--- src/rtl/llrd_pkg.sv ---
package llrd_pkg;

	localparam int ITEM_COPIES    = 4;
	localparam int COPY_IDX_W     = 2;
	localparam int NODE_W         = 4;
	localparam int BLOCK_W        = 16;
	localparam int LOAD_W         = 16;
	localparam int MASK_W         = 16;
	localparam int COUNT_W        = 3;
	localparam int FIFO_DEPTH     = 2;

	localparam int NODE_COUNT_DEF = 16;
	localparam int MAX_COPIES_DEF = 4;

	localparam logic [LOAD_W-1:0] LOAD_MAX = '1;

	localparam logic [1:0] CMD_ASSIGN  = 2'd0;
	localparam logic [1:0] CMD_CHARGE  = 2'd1;
	localparam logic [1:0] CMD_RELEASE = 2'd2;

	localparam logic [1:0] ST_ASSIGNED = 2'd0;
	localparam logic [1:0] ST_NONE     = 2'd1;
	localparam logic [1:0] ST_UPDATED  = 2'd2;

	typedef struct packed {
		logic [1:0]         cmd;
		logic [COUNT_W-1:0] copy_count;
		logic [NODE_W-1:0]  copy_node_0;
		logic [NODE_W-1:0]  copy_node_1;
		logic [NODE_W-1:0]  copy_node_2;
		logic [NODE_W-1:0]  copy_node_3;
		logic [BLOCK_W-1:0] copy_block_0;
		logic [BLOCK_W-1:0] copy_block_1;
		logic [BLOCK_W-1:0] copy_block_2;
		logic [BLOCK_W-1:0] copy_block_3;
	} item_t;

	typedef struct packed {
		logic [1:0]         status;
		logic [NODE_W-1:0]  chosen_node;
		logic [BLOCK_W-1:0] chosen_block;
		logic [LOAD_W-1:0]  node_load;
	} result_t;

	// classified work for the back end
	typedef struct packed {
		logic [1:0]                           cmd;
		logic [ITEM_COPIES-1:0]               cand;
		logic [COPY_IDX_W-1:0]                last_idx;
		logic [ITEM_COPIES-1:0][NODE_W-1:0]   node;
		logic [ITEM_COPIES-1:0][BLOCK_W-1:0]  block;
	} job_t;

endpackage

--- src/rtl/least_loaded_replica_dispatch_core.sv ---
// Channel   Handshake                 Payload
// item      start / busy              item   (llrd_pkg::item_t)
// config    cfg_valid / cfg_ready     cfg_data (node available mask)
// result    done strobe, no stall     result (llrd_pkg::result_t)
//
// Items are classified on acceptance and queued (two entries) for the back end.
// Back end scans n copies (1 to 4), one load table read per copy through the
// single read port, then compares and updates; it pops the next item when idle.
// busy is high while the queue is full. cfg_ready is always high.
// Reset clears the mask, queue and load table valid bits at once.
// done is high for one cycle per result; the receiver cannot stall.
module least_loaded_replica_dispatch_core #(
	parameter int NODE_COUNT = llrd_pkg::NODE_COUNT_DEF,
	parameter int MAX_COPIES = llrd_pkg::MAX_COPIES_DEF
) (
	input  logic                        clk,
	input  logic                        arst_n,
	input  logic                        start,
	output logic                        busy,
	input  llrd_pkg::item_t             item,
	input  logic                        cfg_valid,
	output logic                        cfg_ready,
	input  logic [llrd_pkg::MASK_W-1:0] cfg_data,
	output logic                        done,
	output llrd_pkg::result_t           result
);

	logic           push;
	logic           q_full;
	logic           q_empty;
	logic           pop;
	llrd_pkg::job_t wr_job;
	llrd_pkg::job_t rd_job;

	assign busy      = q_full;
	assign cfg_ready = 1'b1;

	llrd_front #(
		.NODE_COUNT(NODE_COUNT),
		.MAX_COPIES(MAX_COPIES)
	) u_front (
		.clk      (clk),
		.arst_n   (arst_n),
		.start    (start),
		.item     (item),
		.cfg_valid(cfg_valid),
		.cfg_data (cfg_data),
		.q_full   (q_full),
		.push     (push),
		.job      (wr_job)
	);

	llrd_fifo u_fifo (
		.clk   (clk),
		.arst_n(arst_n),
		.push  (push),
		.wr_job(wr_job),
		.full  (q_full),
		.pop   (pop),
		.rd_job(rd_job),
		.empty (q_empty)
	);

	llrd_back #(
		.NODE_COUNT(NODE_COUNT)
	) u_back (
		.clk   (clk),
		.arst_n(arst_n),
		.empty (q_empty),
		.job   (rd_job),
		.pop   (pop),
		.done  (done),
		.result(result)
	);

endmodule

--- src/rtl/llrd_front.sv ---
module llrd_front #(
	parameter int NODE_COUNT = llrd_pkg::NODE_COUNT_DEF,
	parameter int MAX_COPIES = llrd_pkg::MAX_COPIES_DEF
) (
	input  logic                        clk,
	input  logic                        arst_n,
	input  logic                        start,
	input  llrd_pkg::item_t             item,
	input  logic                        cfg_valid,
	input  logic [llrd_pkg::MASK_W-1:0] cfg_data,
	input  logic                        q_full,
	output logic                        push,
	output llrd_pkg::job_t              job
);

	localparam int CLAMP = (MAX_COPIES < llrd_pkg::ITEM_COPIES) ? MAX_COPIES
		: llrd_pkg::ITEM_COPIES;

	logic [llrd_pkg::MASK_W-1:0]    mask_q;
	logic [llrd_pkg::COUNT_W-1:0]   cnt;
	logic [llrd_pkg::ITEM_COPIES-1:0] in_tab;
	logic [llrd_pkg::ITEM_COPIES-1:0] avail;

	always_ff @(posedge clk or negedge arst_n) begin
		if (!arst_n) begin
			mask_q <= '0;
		end else if (cfg_valid) begin
			mask_q <= cfg_data;
		end
	end

	assign push = start && !q_full;

	always_comb begin
		job.cmd      = item.cmd;
		job.node[0]  = item.copy_node_0;
		job.node[1]  = item.copy_node_1;
		job.node[2]  = item.copy_node_2;
		job.node[3]  = item.copy_node_3;
		job.block[0] = item.copy_block_0;
		job.block[1] = item.copy_block_1;
		job.block[2] = item.copy_block_2;
		job.block[3] = item.copy_block_3;

		cnt = (item.copy_count > llrd_pkg::COUNT_W'(CLAMP))
			? llrd_pkg::COUNT_W'(CLAMP) : item.copy_count;

		for (int i = 0; i < llrd_pkg::ITEM_COPIES; i++) begin
			in_tab[i] = 32'(job.node[i]) < NODE_COUNT;
			avail[i]  = in_tab[i] && mask_q[job.node[i]]
				&& (llrd_pkg::COUNT_W'(i) < cnt);
		end

		job.cand     = '0;
		job.last_idx = '0;
		if (item.cmd == llrd_pkg::CMD_ASSIGN) begin
			job.cand = avail;
			if (cnt != '0) begin
				job.last_idx = llrd_pkg::COPY_IDX_W'(cnt - llrd_pkg::COUNT_W'(1));
			end
		end else if (item.cmd == llrd_pkg::CMD_CHARGE
				|| item.cmd == llrd_pkg::CMD_RELEASE) begin
			job.cand[0] = in_tab[0];
		end
	end

endmodule

--- src/rtl/llrd_fifo.sv ---
module llrd_fifo (
	input  logic           clk,
	input  logic           arst_n,
	input  logic           push,
	input  llrd_pkg::job_t wr_job,
	output logic           full,
	input  logic           pop,
	output llrd_pkg::job_t rd_job,
	output logic           empty
);

	localparam int PTR_W = (llrd_pkg::FIFO_DEPTH > 1) ? $clog2(llrd_pkg::FIFO_DEPTH) : 1;
	localparam int CNT_W = $clog2(llrd_pkg::FIFO_DEPTH + 1);
	localparam logic [PTR_W-1:0] PTR_LAST = PTR_W'(llrd_pkg::FIFO_DEPTH - 1);

	llrd_pkg::job_t   slot_q [llrd_pkg::FIFO_DEPTH];
	logic [PTR_W-1:0] wr_ptr_q;
	logic [PTR_W-1:0] rd_ptr_q;
	logic [CNT_W-1:0] cnt_q;

	assign full   = cnt_q == CNT_W'(llrd_pkg::FIFO_DEPTH);
	assign empty  = cnt_q == '0;
	assign rd_job = slot_q[rd_ptr_q];

	always_ff @(posedge clk) begin
		if (push) begin
			slot_q[wr_ptr_q] <= wr_job;
		end
	end

	always_ff @(posedge clk or negedge arst_n) begin
		if (!arst_n) begin
			wr_ptr_q <= '0;
			rd_ptr_q <= '0;
			cnt_q    <= '0;
		end else begin
			if (push) begin
				wr_ptr_q <= (wr_ptr_q == PTR_LAST) ? '0 : wr_ptr_q + PTR_W'(1);
			end
			if (pop) begin
				rd_ptr_q <= (rd_ptr_q == PTR_LAST) ? '0 : rd_ptr_q + PTR_W'(1);
			end
			if (push && !pop) begin
				cnt_q <= cnt_q + CNT_W'(1);
			end else if (pop && !push) begin
				cnt_q <= cnt_q - CNT_W'(1);
			end
		end
	end

endmodule

--- src/rtl/llrd_back.sv ---
module llrd_back #(
	parameter int NODE_COUNT = llrd_pkg::NODE_COUNT_DEF
) (
	input  logic             clk,
	input  logic             arst_n,
	input  logic             empty,
	input  llrd_pkg::job_t   job,
	output logic             pop,
	output logic             done,
	output llrd_pkg::result_t result
);

	localparam int DEPTH  = (NODE_COUNT < 16) ? NODE_COUNT : 16;
	localparam int TIDX_W = $clog2(DEPTH);

	typedef enum logic [3:0] {
		S_IDLE  = 4'b0001,
		S_SCAN  = 4'b0010,
		S_DRAIN = 4'b0100,
		S_UPD   = 4'b1000
	} state_t;

	state_t                              state_q;
	llrd_pkg::job_t                      cur_q;
	logic [llrd_pkg::COPY_IDX_W-1:0]     idx_q;
	logic                                rd_pend_s1;
	logic                                rd_cand_s1;
	logic [llrd_pkg::COPY_IDX_W-1:0]     rd_idx_s1;
	logic                                rd_vld_s1;
	logic [llrd_pkg::LOAD_W-1:0]         rd_data_s1;
	logic                                found_q;
	logic [llrd_pkg::COPY_IDX_W-1:0]     best_idx_q;
	logic [llrd_pkg::LOAD_W-1:0]         best_load_q;
	logic                                done_q;
	llrd_pkg::result_t                   result_q;

	logic [llrd_pkg::LOAD_W-1:0]         mem [DEPTH];
	logic [DEPTH-1:0]                    vld_q;

	logic [TIDX_W-1:0]                   rd_addr;
	logic [TIDX_W-1:0]                   wr_addr;
	logic                                wr_en;
	logic [llrd_pkg::LOAD_W-1:0]         wr_data;
	logic [llrd_pkg::LOAD_W-1:0]         ld;
	logic                                take;
	logic [llrd_pkg::LOAD_W-1:0]         inc;
	logic [llrd_pkg::LOAD_W-1:0]         dec;
	logic [llrd_pkg::NODE_W-1:0]         sel_node;
	llrd_pkg::result_t                   res_d;

	assign pop     = (state_q == S_IDLE) && !empty;
	assign done    = done_q;
	assign result  = result_q;
	assign rd_addr = cur_q.node[idx_q][TIDX_W-1:0];
	assign sel_node = cur_q.node[best_idx_q];
	assign wr_addr = sel_node[TIDX_W-1:0];

	assign ld   = rd_vld_s1 ? rd_data_s1 : '0;
	assign take = rd_pend_s1 && rd_cand_s1 && (!found_q || ld < best_load_q);
	assign inc  = (best_load_q == llrd_pkg::LOAD_MAX) ? best_load_q
		: best_load_q + llrd_pkg::LOAD_W'(1);
	assign dec  = (best_load_q == '0) ? best_load_q : best_load_q - llrd_pkg::LOAD_W'(1);

	always_comb begin
		res_d   = '0;
		wr_en   = 1'b0;
		wr_data = inc;
		unique case (cur_q.cmd)
			llrd_pkg::CMD_ASSIGN: begin
				res_d.status = llrd_pkg::ST_NONE;
				if (found_q) begin
					wr_en              = 1'b1;
					res_d.status       = llrd_pkg::ST_ASSIGNED;
					res_d.chosen_node  = sel_node;
					res_d.chosen_block = cur_q.block[best_idx_q];
					res_d.node_load    = inc;
				end
			end
			llrd_pkg::CMD_CHARGE, llrd_pkg::CMD_RELEASE: begin
				res_d.status      = llrd_pkg::ST_UPDATED;
				res_d.chosen_node = cur_q.node[0];
				if (found_q) begin
					wr_en           = 1'b1;
					wr_data         = (cur_q.cmd == llrd_pkg::CMD_CHARGE) ? inc : dec;
					res_d.node_load = wr_data;
				end
			end
			default: begin
				res_d.status = llrd_pkg::ST_NONE;
			end
		endcase
		if (state_q != S_UPD) begin
			wr_en = 1'b0;
		end
	end

	always_ff @(posedge clk) begin
		if (wr_en) begin
			mem[wr_addr] <= wr_data;
		end
		rd_data_s1 <= mem[rd_addr];
		if (pop) begin
			cur_q <= job;
		end
		if (take) begin
			best_idx_q  <= rd_idx_s1;
			best_load_q <= ld;
		end
		if (state_q == S_UPD) begin
			result_q <= res_d;
		end
	end

	always_ff @(posedge clk or negedge arst_n) begin
		if (!arst_n) begin
			state_q    <= S_IDLE;
			idx_q      <= '0;
			rd_pend_s1 <= 1'b0;
			rd_cand_s1 <= 1'b0;
			rd_idx_s1  <= '0;
			rd_vld_s1  <= 1'b0;
			found_q    <= 1'b0;
			done_q     <= 1'b0;
			vld_q      <= '0;
		end else begin
			rd_pend_s1 <= state_q == S_SCAN;
			rd_cand_s1 <= cur_q.cand[idx_q];
			rd_idx_s1  <= idx_q;
			rd_vld_s1  <= vld_q[rd_addr];
			done_q     <= state_q == S_UPD;
			if (wr_en) begin
				vld_q[wr_addr] <= 1'b1;
			end
			if (take) begin
				found_q <= 1'b1;
			end
			unique case (state_q)
				S_IDLE: begin
					if (!empty) begin
						idx_q   <= '0;
						found_q <= 1'b0;
						state_q <= S_SCAN;
					end
				end
				S_SCAN: begin
					idx_q <= idx_q + llrd_pkg::COPY_IDX_W'(1);
					if (idx_q == cur_q.last_idx) begin
						state_q <= S_DRAIN;
					end
				end
				S_DRAIN: begin
					state_q <= S_UPD;
				end
				S_UPD: begin
					state_q <= S_IDLE;
				end
				default: begin
					state_q <= S_IDLE;
				end
			endcase
		end
	end

	a_done_after_upd: assert property (@(posedge clk) disable iff (!arst_n)
		done_q |-> $past(state_q == S_UPD))
		else $error("result strobe without update step");

	a_read_from_scan: assert property (@(posedge clk) disable iff (!arst_n)
		rd_pend_s1 |-> $past(state_q == S_SCAN))
		else $error("load read returned outside scan");

	a_assigned_load: assert property (@(posedge clk) disable iff (!arst_n)
		(done_q && result_q.status == llrd_pkg::ST_ASSIGNED) |-> result_q.node_load != '0)
		else $error("assigned node reports zero load");

endmodule

--- config.mk ---
export PLATFORM = sky130hd
export DESIGN_NAME = least_loaded_replica_dispatch_core
export DESIGN_NICKNAME = d
export VERILOG_FILES = /design/src/rtl/llrd_pkg.sv /design/src/rtl/least_loaded_replica_dispatch_core.sv /design/src/rtl/llrd_front.sv /design/src/rtl/llrd_fifo.sv /design/src/rtl/llrd_back.sv
export SDC_FILE = /design/constraint.sdc
export NUM_CORES = 1
export LEC_CHECK = 0
export ABC_CLOCK_PERIOD_IN_PS = 7450
export BUFFER_PORTS_ARGS = -buffer_cell sky130_fd_sc_hd__buf_2
export CORE_UTILIZATION = 61
export DETAILED_ROUTE_END_ITERATION = 16
export PLACE_DENSITY_LB_ADDON = 0.1
export SLEW_MARGIN = 25
export SYNTH_ARGS = -nofsm -noshare
export SYNTH_HDL_FRONTEND = slang
export SYNTH_SLANG_ARGS = --single-unit
--- constraint.sdc ---
create_clock -name clk -period 7.45 [get_ports clk]
set_input_delay 0.745 -clock clk [delete_from_list [all_inputs] [get_ports clk]]
set_output_delay 0.745 -clock clk [all_outputs]
set_load 0.02 [all_outputs]
======== After elaboration in Yosys (flattened, before gate mapping) ========
Memories as Yosys holds them, arrays and structs flattened. A register that Yosys moved wholly into a read port is not among the register bits.
Cells that the tools add are included.
storage, ports and cells
  flip-flop bits (word level) ............. 105
  RAM bits ................................ 432
  bits of input ports ..................... 105
  output and inout bits ................... 41
  logic and storage cells ................. 145
  memories kept ........................... 2
memories
  memory         depth  bits a word  rd ports  clocked after Yosys merged registers in  write ports  RTL line         text
  u_back.mem     16     16           1         1                                        1            llrd_back.sv:37  logic [llrd_pkg::LOAD_W-1:0] mem [DEPTH];
  u_fifo.slot_q  2      88           1         1                                        1            llrd_fifo.sv:16  llrd_pkg::job_t slot_q [llrd_pkg::FIFO_DEPTH];
operators by class
  add/sub/neg operators ................... 8
  $lt $le $gt $ge ......................... 15
  eq/ne operators ......................... 14
  mux-type cells .......................... 56
  bitwise logic cells ..................... 1
  reductions and logical operators ........ 30
operators with widths
  kind                                                 count
  two-way mux 16 bit                                   8
  two-way mux 37 bit                                   1
  binary-select mux 16 bit (select 2 bit)              1
  case mux 16 bit (2 select lines)                     1
  < comparator 4 x 5 -> 1 bit (second input constant)  6
  two-way mux 1 bit                                    21
  binary-select mux 1 bit (select 4 bit)               5
  adder 16 x 1 -> 16 bit (second input constant)       1
  binary-select mux 4 bit (select 2 bit)               2
  == test 16 bit (second input constant)               1
  logical NOT 16 bit                                   1
  < comparator 16 bit                                  1
  two-way mux 4 bit                                    4
  bitwise OR 16 bit                                    1
  subtractor 16 x 1 -> 16 bit (second input constant)  1
  case mux 4 bit (3 select lines)                      1
  logical AND 1 bit                                    11
  two-way mux 2 bit                                    5
  case mux 2 bit (2 select lines)                      2
  case mux 4 bit (2 select lines)                      1
  == test 2 bit (second input constant)                3
  logical NOT 2 bit                                    3
  < comparator 1 x 3 -> 1 bit (first input constant)   2
  < comparator 2 x 3 -> 1 bit (first input constant)   2
  other kinds (24)                                     39

======== Logic depth before layout (Yosys ltp) ========
Gate-level depths: netlist of run 1.
  depth after elaboration ................. 7
  gate-level depth with buffers ........... 9

======== Modules after synthesis ========
A second synthesis of run 1 with hierarchy kept.
unflattened totals
  cell total of the unflattened synthesis .. 1597
  area, all modules ....................... 27261.1 sq um
modules (own cells, without submodules)
  module                              times used  cells each  area an instance (sq um)  sequential area each (sq um)
  llrd_back                           1           1153        18905.6                   13058.8
  llrd_fifo                           1           290         6568.8                    5385.2
  llrd_front                          1           152         1775.5                    400.4
  least_loaded_replica_dispatch_core  1           2           11.3                      0.0

======== Worst setup path after synthesis of run 1 ========
OpenSTA, ideal clock, no wires.
  kind .................................... register to register
  start point ............................. register u_back.state_q[1]
  end point ............................... memory u_back.mem[15][0] (netlist bit), enable pin
  library setup time ...................... 0.391 ns
  data arrival time ....................... 6.407 ns
  slack ................................... 0.652 ns
  cell stages (with the launch flop) ...... 4
  buffers on the path ..................... 0
  clock period less this slack ............ 6.798 ns
  cell sequence ........................... dfrtp_1 nor4b_1 nand4_1 nor2_1
between the ends
  cells in the longest elaborated chain, start to end .. 4
ends and longest elaborated chain
  item                                     RTL line          text
  from (decl)                              llrd_back.sv:23   state_t state_q;
  from (signal assigned)                   llrd_back.sv:116  state_q <= S_IDLE;
  from (signal assigned)                   llrd_back.sv:142  state_q <= S_SCAN;
  from (signal assigned)                   llrd_back.sv:148  state_q <= S_DRAIN;
  inequality test 4 bit                    llrd_back.sv:92   if (state_q != S_UPD) begin
  two-way mux 1 bit                        llrd_back.sv:92
  two-way mux 1 bit                        llrd_back.sv:98   if (wr_en) begin
  two-way mux 1 bit (not written as such)  llrd_back.sv:99   mem[wr_addr] <= wr_data;
  to (decl)                                llrd_back.sv:37
No other way between the ends.

======== Final worst setup path of run 1 ========
  start point ............................. register u_back.rd_vld_s1
  end point ............................... register u_back.best_load_q[9] (netlist bit), enable pin
between the ends
  cells in the longest elaborated chain, start to end .. 4
ends and longest elaborated chain
  item                     RTL line          text
  from (decl)              llrd_back.sv:29   logic rd_vld_s1;
  from (signal assigned)   llrd_back.sv:129  rd_vld_s1 <= vld_q[rd_addr];
  two-way mux 16 bit       llrd_back.sv:58   assign ld = rd_vld_s1 ? rd_data_s1 : '0;
  via u_back.ld (one bit)  llrd_back.sv:44   logic [llrd_pkg::LOAD_W-1:0] ld;
  < comparator 16 bit      llrd_back.sv:59   assign take = rd_pend_s1 && rd_cand_s1 && (!found_q || ld < best_load_q);
  logical OR 1 bit         llrd_back.sv:59
  logical AND 1 bit        llrd_back.sv:59
  via u_back.take          llrd_back.sv:45   logic take;
  to (signal assigned)     llrd_back.sv:107  best_load_q <= ld;
  to (decl)                llrd_back.sv:33   logic [llrd_pkg::LOAD_W-1:0] best_load_q;
The timed path passes the listed nets, and every way through them passes these cells.
A chain may end at the register's enable or synchronous reset.

==> results of run 1 <==
-- through the flow --
| stage | hold slack, ps | power, uW |
|---|---|---|
| 4_1_cts | 238 | 11700 |
| 6_report | 237 | 11600 |
| 2_1_floorplan | 352 | 7850 |
| 3_5_place_dp | 413 | 8730 |
| 3_3_place_gp | 405 | 8640 |
| 5_1_grt | 264 | 12200 |
-- layer usage --
layer	part of all wire, %	vias up	global-route usage, %
li1	-	6485	-
met1	40	7071	34.9
met2	49	515	42.9
met3	6.7	136	4.47
met4	3.7	10	11.3
met5	0.10	-	0
-- power by group through the flow --
stage,sequential [uW],combinational (uW),clock (uW)
after floorplan,5180,2670,0
after global placement,5340,3300,0
after detailed placement,5370,3370,0
after CTS,5300,3380,3030
after global routing,5350,3650,3160
final,5290,3370,2980
-- placed cells by master (no fill, tap or decap), types with 11 or more instances in the layout --
master / count
o211ai_1: 72
a21oi_1: 21
mux2_1: 15
mux4_2: 43
and2_1: 35
clkinv_2: 12
clkbuf_16: 62
dfxtp_1: 16
nor2_1: 45
clkinv_1: 13
buf_4: 38
nor3_1: 16
inv_1: 25
mux2_2: 158
o21ai_0: 19
dfrtp_1: 47
clkbuf_1: 12
buf_2: 146
nand4_1: 27
mux2i_1: 75
edfxtp_1: 576
or2_2: 22
nand3_1: 12
ha_1: 22
nand2b_1: 11
nand2_1: 99
-- sequential cells by signal, summed over array words and instances (netlist names), 2 cells and up --
register / count
u_back.vld_q: 16
u_back.idx_q: 2
u_back.result: 38
u_back.rd_data_s1: 16
u_fifo.cnt_q: 2
u_fifo.slot_q: 176
u_back.best_load_q: 16
u_back.state_q: 4
u_front.mask_q: 16
u_back.rd_idx_s1: 2
u_back.cur_q: 88
u_back.mem: 256
u_back.best_idx_q: 2
-- cells by family (layout without fill, tap and decap cells) --
kind of cell / Yosys count / in the layout / share of synthesized area (%)
AOI/OAI and AO/OA: 178 / 178 / 4.80
xor gates and xnor gates: 17 / 17 / 0.564
adders and majority gates: 22 / 22 / 1.04
buffers and inverters: 108 / 324 / 2.05
DFF: 641 / 641 / 71.3
muxes: 294 / 294 / 14.1
other: 1 / 2 / 0.0142
and+or+nand+nor: 311 / 311 / 6.12
-- worst min path at each step --
stage                                              from                        endpoint  slack, ps
after detailed placement  u_back.rd_idx_s1[0]$_DFF_PN0_  u_back.best_idx_q[0]$_DFFE_PP_        410
after floorplan             u_back.idx_q[1]$_DFFE_PN0P_   u_back.rd_idx_s1[1]$_DFF_PN0_        350
after global routing                             arst_n   u_front.mask_q[4]$_DFFE_PN0P_        260
after global placement    u_back.rd_idx_s1[1]$_DFF_PN0_  u_back.best_idx_q[1]$_DFFE_PP_        410
final                                            arst_n  u_front.mask_q[12]$_DFFE_PN0P_        240
after CTS                                        arst_n  u_front.mask_q[12]$_DFFE_PN0P_        240
-- cell type report --
cell class / count / area [um^2]
flip-flops and latches: 641 / 18800
fillers: 2765 / 12600
multi-input cells: 823 / 7100
clock buffers: 77 / 1640
repair buffers: 187 / 1050
well taps: 577 / 722
clock inverters: 34 / 293
inverters: 26 / 98.8
diodes: 1 / 2.50
==> flow_metrics.py, run 1 <==
metrics = {
    "sta": {
        "relSlewSlack_pct": 30.1,
        "finalSetupTns_ps": 0,
        "rsz0062_at_grt": "no",
        "period_needed_ps": 3420,
        "setup_violations": 0,
        "skew_ps": 20.5,
        "worstMarginPinSlew_ps": 1050,
        "max_freq_ghz": 0.292,
        "timing.final.crit_share_pct": 45.9,
        "hold_viol": 0,
        "drv_slew": 0,
        "setup_slack_ps": 4030,
    },
    "power": {
        "leakage_uw": 0.0106,
        "p_comb_share_pct": 28.9,
        "switching_share_pct": 31.4,
        "clkPwrFrac_pct": 25.6,
        "seqPwrFrac_pct": 45.4,
        "switching_power_uw": 3650,
        "p_int_uw": 7980,
        "cellPowerDensity_nw_per_um2": 391,
        "vdd_drop_max_v": 0.000275,
    },
    "routing": {
        "routed_wl_um": 56200,
        "drt-wirelength-per-cell_um": 23.7,
        "via_per_inst": 6.01,
        "vias": 14200,
        "drc_errors": 0,
        "drtAntennaViolNets": 0,
        "detail_route.iter0.violations": 1188,
        "dr.pass1.iters": 5,
    },
    "setup_path": {
        "end_kind": "register",
        "crit_family": "compound AO/OA/AOI/OAI gates",
        "crit_fanout": 17,
        "rr_startpoint": "u_back.rd_vld_s1$_DFF_PN0_",
        "rr_worst_depth": 7,
        "arrival_ps": 3740,
        "critPathKind": "reg2reg",
        "r2r_end": "u_back.best_load_q[9]$_DFFE_PP_",
        "crit_path_max_incr_delay_ps": 720,
        "cp.depth": 7,
        "reg2reg_slack_ps": 4030,
        "crit_chain": "and2_1, ha_1, a21o_1, a211o_1, a221o_1, a22oi_1, buf_4",
        "worstPathRequired_ps": 7770,
        "cp_num_buf_inv": 1,
        "cp-start-kind": "register",
        "startpoint": "u_back.rd_vld_s1$_DFF_PN0_",
        "crit_path_top_delay_cell": "a22oi_1",
        "endpoint": "u_back.best_load_q[9]$_DFFE_PP_",
    },
    "yosys": {
        "syn_inst": 1572,
        "synthFlopType": "edfxtp_1",
        "ys_top_cells_by_count": "576 x edfxtp_1, 158 x mux2_2, 99 x nand2_1",
        "synth_edf_count": 576,
        "ys_seq_area_share_pct": 71.3,
        "async_flop_share_pct": 7.64,
        "synth_fp_nets": 1699,
        "synth_top_cells_by_area": "edfxtp_1 65%, mux2_2 6.7%, dfrtp_1 4.5%",
        "synth_warnings": 0,
        "yosysUniqueCellTypes": 70,
        "synth.cell_area_um2": 26400,
        "synth_seq_cells": 641,
        "syn_area_per_cell_um2": 16.8,
        "yosysMostFrequentCell": "edfxtp_1",
        "synth_top_area_share_pct": 65.5,
        "synth_top_cell_by_area": "edfxtp_1",
    },
    "placed_design": {
        "place_congestion": 0.875,
        "dp_worst_setup_slack_ps": 3780,
        "placed_area_um2": 27800,
        "post-place-cells": 2253,
        "portBuffers": 144,
        "place_hpwl_um": 33900,
    },
    "clocking": {
        "ctsResizeCount": 0,
        "cts_root_buf": "clkbuf_16",
        "cts_made_buffers": 61,
        "htree_levels": 2,
        "cts_setup_buffers": 0,
        "path_clk_slew_ps": 60,
        "clkSinkCount": 641,
        "cts_max_path_buffers": 3,
        "cts_tree": "yes",
        "clk_latency_ps": 630,
        "hold_buffers": 0,
    },
    "cells_and_area": {
        "final_cell_area_um2": 29800,
        "layout-drive-gt1-share_pct": 29.0,
        "fin_cells": 2366,
        "final_util_pct": 70.3,
        "synthToLayoutAreaGrowth_pct": 12.6,
        "nNetsFinal": 1867,
    },
    "floorplan": {
        "io_pins": 146,
        "die_h_um": 210,
        "die_area_um2": 44200,
        "core_area_um2": 42300,
        "die_w_um": 210,
        "start_util_pct": 62.4,
        "row_count": 75,
    },
    "global_route": {
        "grt_remaining_overflow": 0,
        "grt_usage_pct": 26.2,
        "grt_max_degree": 105,
        "antenna_found_initial": 6,
        "grt_first_pass_wirelength_um": 85300,
        "grt_pass1_vias": 14500,
    },
    "job": {
        "maxCapViolCount": 0,
    },
    "run_status": {
        "outcome": "finished clean",
    },
    "hold_path": {
        "hp-class": "in2async",
    },
}
No activity file was read; power rests on OpenSTA's default activity.
==> run 2, diff against run 1 <==
Settings changed: ABC_CLOCK_PERIOD_IN_PS 7450 to 3200.
Clock period 7.45 ns to 3.2 ns, I/O delays scaled along.
==> run 2 against run 1 <==
Against the previous run:
- via count up 4.8%
- largest cell class unchanged
- critical path type unchanged
- sequential cell count unchanged
- count of clock-buffer cells in the layout up 11
==> flow_metrics.py, run 2 (synthesized netlist as in run 1, its figures left out) <==
metrics = {
    "run_status": {
        "outcome": "finished clean",
    },
    "floorplan": {
        "io_pins": 146,
        "start_util_pct": 62.4,
        "core_area_um2": 42300,
        "die_area_um2": 44200,
        "die_h_um": 210,
        "row_count": 75,
        "die_w_um": 210,
    },
    "cells_and_area": {
        "top_regs": "u_back.mem x256, u_fifo.slot_q x176, u_back.cur_q x88",
        "nNetsFinal": 1997,
        "synthToLayoutAreaGrowth_pct": 17.9,
        "final_cell_mix": "576 x edfxtp_1, 158 x mux2_2, 143 x buf_2",
        "largest_reg_flops": 256,
        "layout-drive-gt1-share_pct": 29.6,
        "regMostFlops": "u_back.mem",
        "layout_commonest_cell": "edfxtp_1",
    },
    "sta": {
        "worstMarginPinSlew_ps": 945,
        "period_needed_ps": 2930,
        "timing.final.crit_share_pct": 91.6,
        "hold_viol": 0,
        "max_freq_ghz": 0.341,
        "rsz0062_at_grt": "no",
        "setup_slack_ps": 268,
        "skew_ps": 23.5,
        "setup_violations": 0,
        "drv_slew": 0,
        "relSlewSlack_pct": 37.0,
        "finalSetupTns_ps": 0,
    },
    "setup_path": {
        "arrival_ps": 3440,
        "end_kind": "register",
        "crit_fanout": 128,
        "cp-start-kind": "register",
        "critPathKind": "reg2reg",
        "worstPathRequired_ps": 3700,
    },
    "global_route": {
        "antenna_found_initial": 1,
        "grt_first_pass_wirelength_um": 88700,
        "grt_max_degree": 129,
        "grt_remaining_overflow": 0,
        "grt_pass1_vias": 15400,
        "grt_usage_pct": 27.2,
    },
    "power": {
        "p_total_uw": 27900,
        "switching_share_pct": 31.6,
        "cellPowerDensity_nw_per_um2": 894,
        "p_comb_share_pct": 30.4,
        "clkPwrFrac_pct": 25.3,
        "p_int_uw": 19000,
        "seqPwrFrac_pct": 44.4,
        "leakage_uw": 0.0112,
        "vdd_drop_max_v": 0.000982,
        "switching_power_uw": 8810,
    },
    "placed_design": {
        "place_hpwl_um": 34400,
        "dp_worst_setup_slack_ps": 238,
        "portBuffers": 144,
        "place_congestion": 0.935,
    },
    "clocking": {
        "clkSinkCount": 641,
        "cts_tree": "yes",
        "cts_root_buf": "clkbuf_16",
        "ctsResizeCount": 0,
        "htree_levels": 2,
        "cts_max_path_buffers": 3,
        "cts_made_buffers": 60,
        "cts_setup_buffers": 0,
        "path_clk_slew_ps": 60,
        "clk_latency_ps": 630,
    },
    "routing": {
        "vias": 14900,
        "dr.pass1.iters": 5,
        "detail_route.iter0.violations": 1206,
        "drtAntennaViolNets": 0,
        "via_per_inst": 5.96,
        "routed_wl_um": 58900,
        "drt-wirelength-per-cell_um": 23.6,
        "drc_errors": 0,
    },
    "job": {
        "maxCapViolCount": 0,
    },
    "hold_path": {
        "hp-class": "in2reg",
    },
}
## run 2: cell types whose count changed in the layout (fill, tap and decap cells not counted), sizes merged
| cell | previous run | this run |
|---|---|---|
| dlygate4sd3 | 0 | 95 |
| buf | 187 | 223 |
| clkbuf | 77 | 88 |
| clkinv | 27 | 18 |
| inv | 27 | 29 |
| bufinv | 4 | 3 |
## run 2: cell type report
| class | instances | area, um^2 |
|---|---|---|
| multi-input cells | 823 | 7110 |
| fillers | 2606 | 11200 |
| clock inverters | 26 | 248 |
| well taps | 577 | 722 |
| diodes | 1 | 2.50 |
| inverters | 26 | 101 |
| repair buffers | 318 | 2400 |
| clock buffers | 88 | 1720 |
| flip-flops and latches | 641 | 18800 |
## run 2: layer usage
layer	wire length, um	vias up	track usage (%)
met3	3310	127	4.69
met5	0	-	0
met2	29600	463	46.0
li1	-	6742	-
met1	23700	7566	34.7
met4	2290	0	11.8
## run 2: power by group through the flow
stage | Clock [uW] | Combinational [uW] | Sequential (uW)
5_1_grt | 7450 | 9140 | 12500
3_5_place_dp | 0 | 8270 | 12500
3_3_place_gp | 0 | 8130 | 12400
6_report | 7030 | 8460 | 12400
4_1_cts | 7120 | 8420 | 12300
2_1_floorplan | 0 | 6250 | 12000
## run 2: critical path, stage by stage (launching register included)
cell,delay [ps]
dfrtp_1,630
mux4_4,850
buf_12,300
mux2_2,450
o211ai_1,210
nand4_1,120
## run 2: what timing repair did
| item | in CTS | in global routing |
|---|---|---|
| endpoints found under the setup margin | 0 | 0 |
| hold buffers | 95 | 0 |
| endpoints found under the hold margin | 212 | 0 |
## run 2: worst paths after layout
path                                                    start                        endpoint  slack [ps]  cells after the start
worst max-delay path              u_back.idx_q[0]$_DFFE_PN0P_    u_back.rd_data_s1[2]$_DFF_P_         270                      5
worst min-delay path                                 item[72]  u_fifo.slot_q[0][68]$_DFFE_PP_          40                      1
worst max register to register    u_back.idx_q[0]$_DFFE_PN0P_    u_back.rd_data_s1[2]$_DFF_P_         270                      5
worst min register to register  u_back.rd_idx_s1[1]$_DFF_PN0_  u_back.best_idx_q[1]$_DFFE_PP_         440                      0
max in group asynchronous                              arst_n   u_front.mask_q[8]$_DFFE_PN0P_        2360                      3
min in group asynchronous                              arst_n  u_front.mask_q[15]$_DFFE_PN0P_         270                      2
## run 2: stage by stage
stage	area [um^2]	hold slack (ps)	util, %	instances
CTS	31100	11.0	73.6	2499
global route	31200	34.5	73.6	2500
finish	31200	40.6	73.6	2500
detailed placement	28200	432	66.7	2290
floorplan	26500	24.4	-	1572
global placement	28200	421	66.7	2290
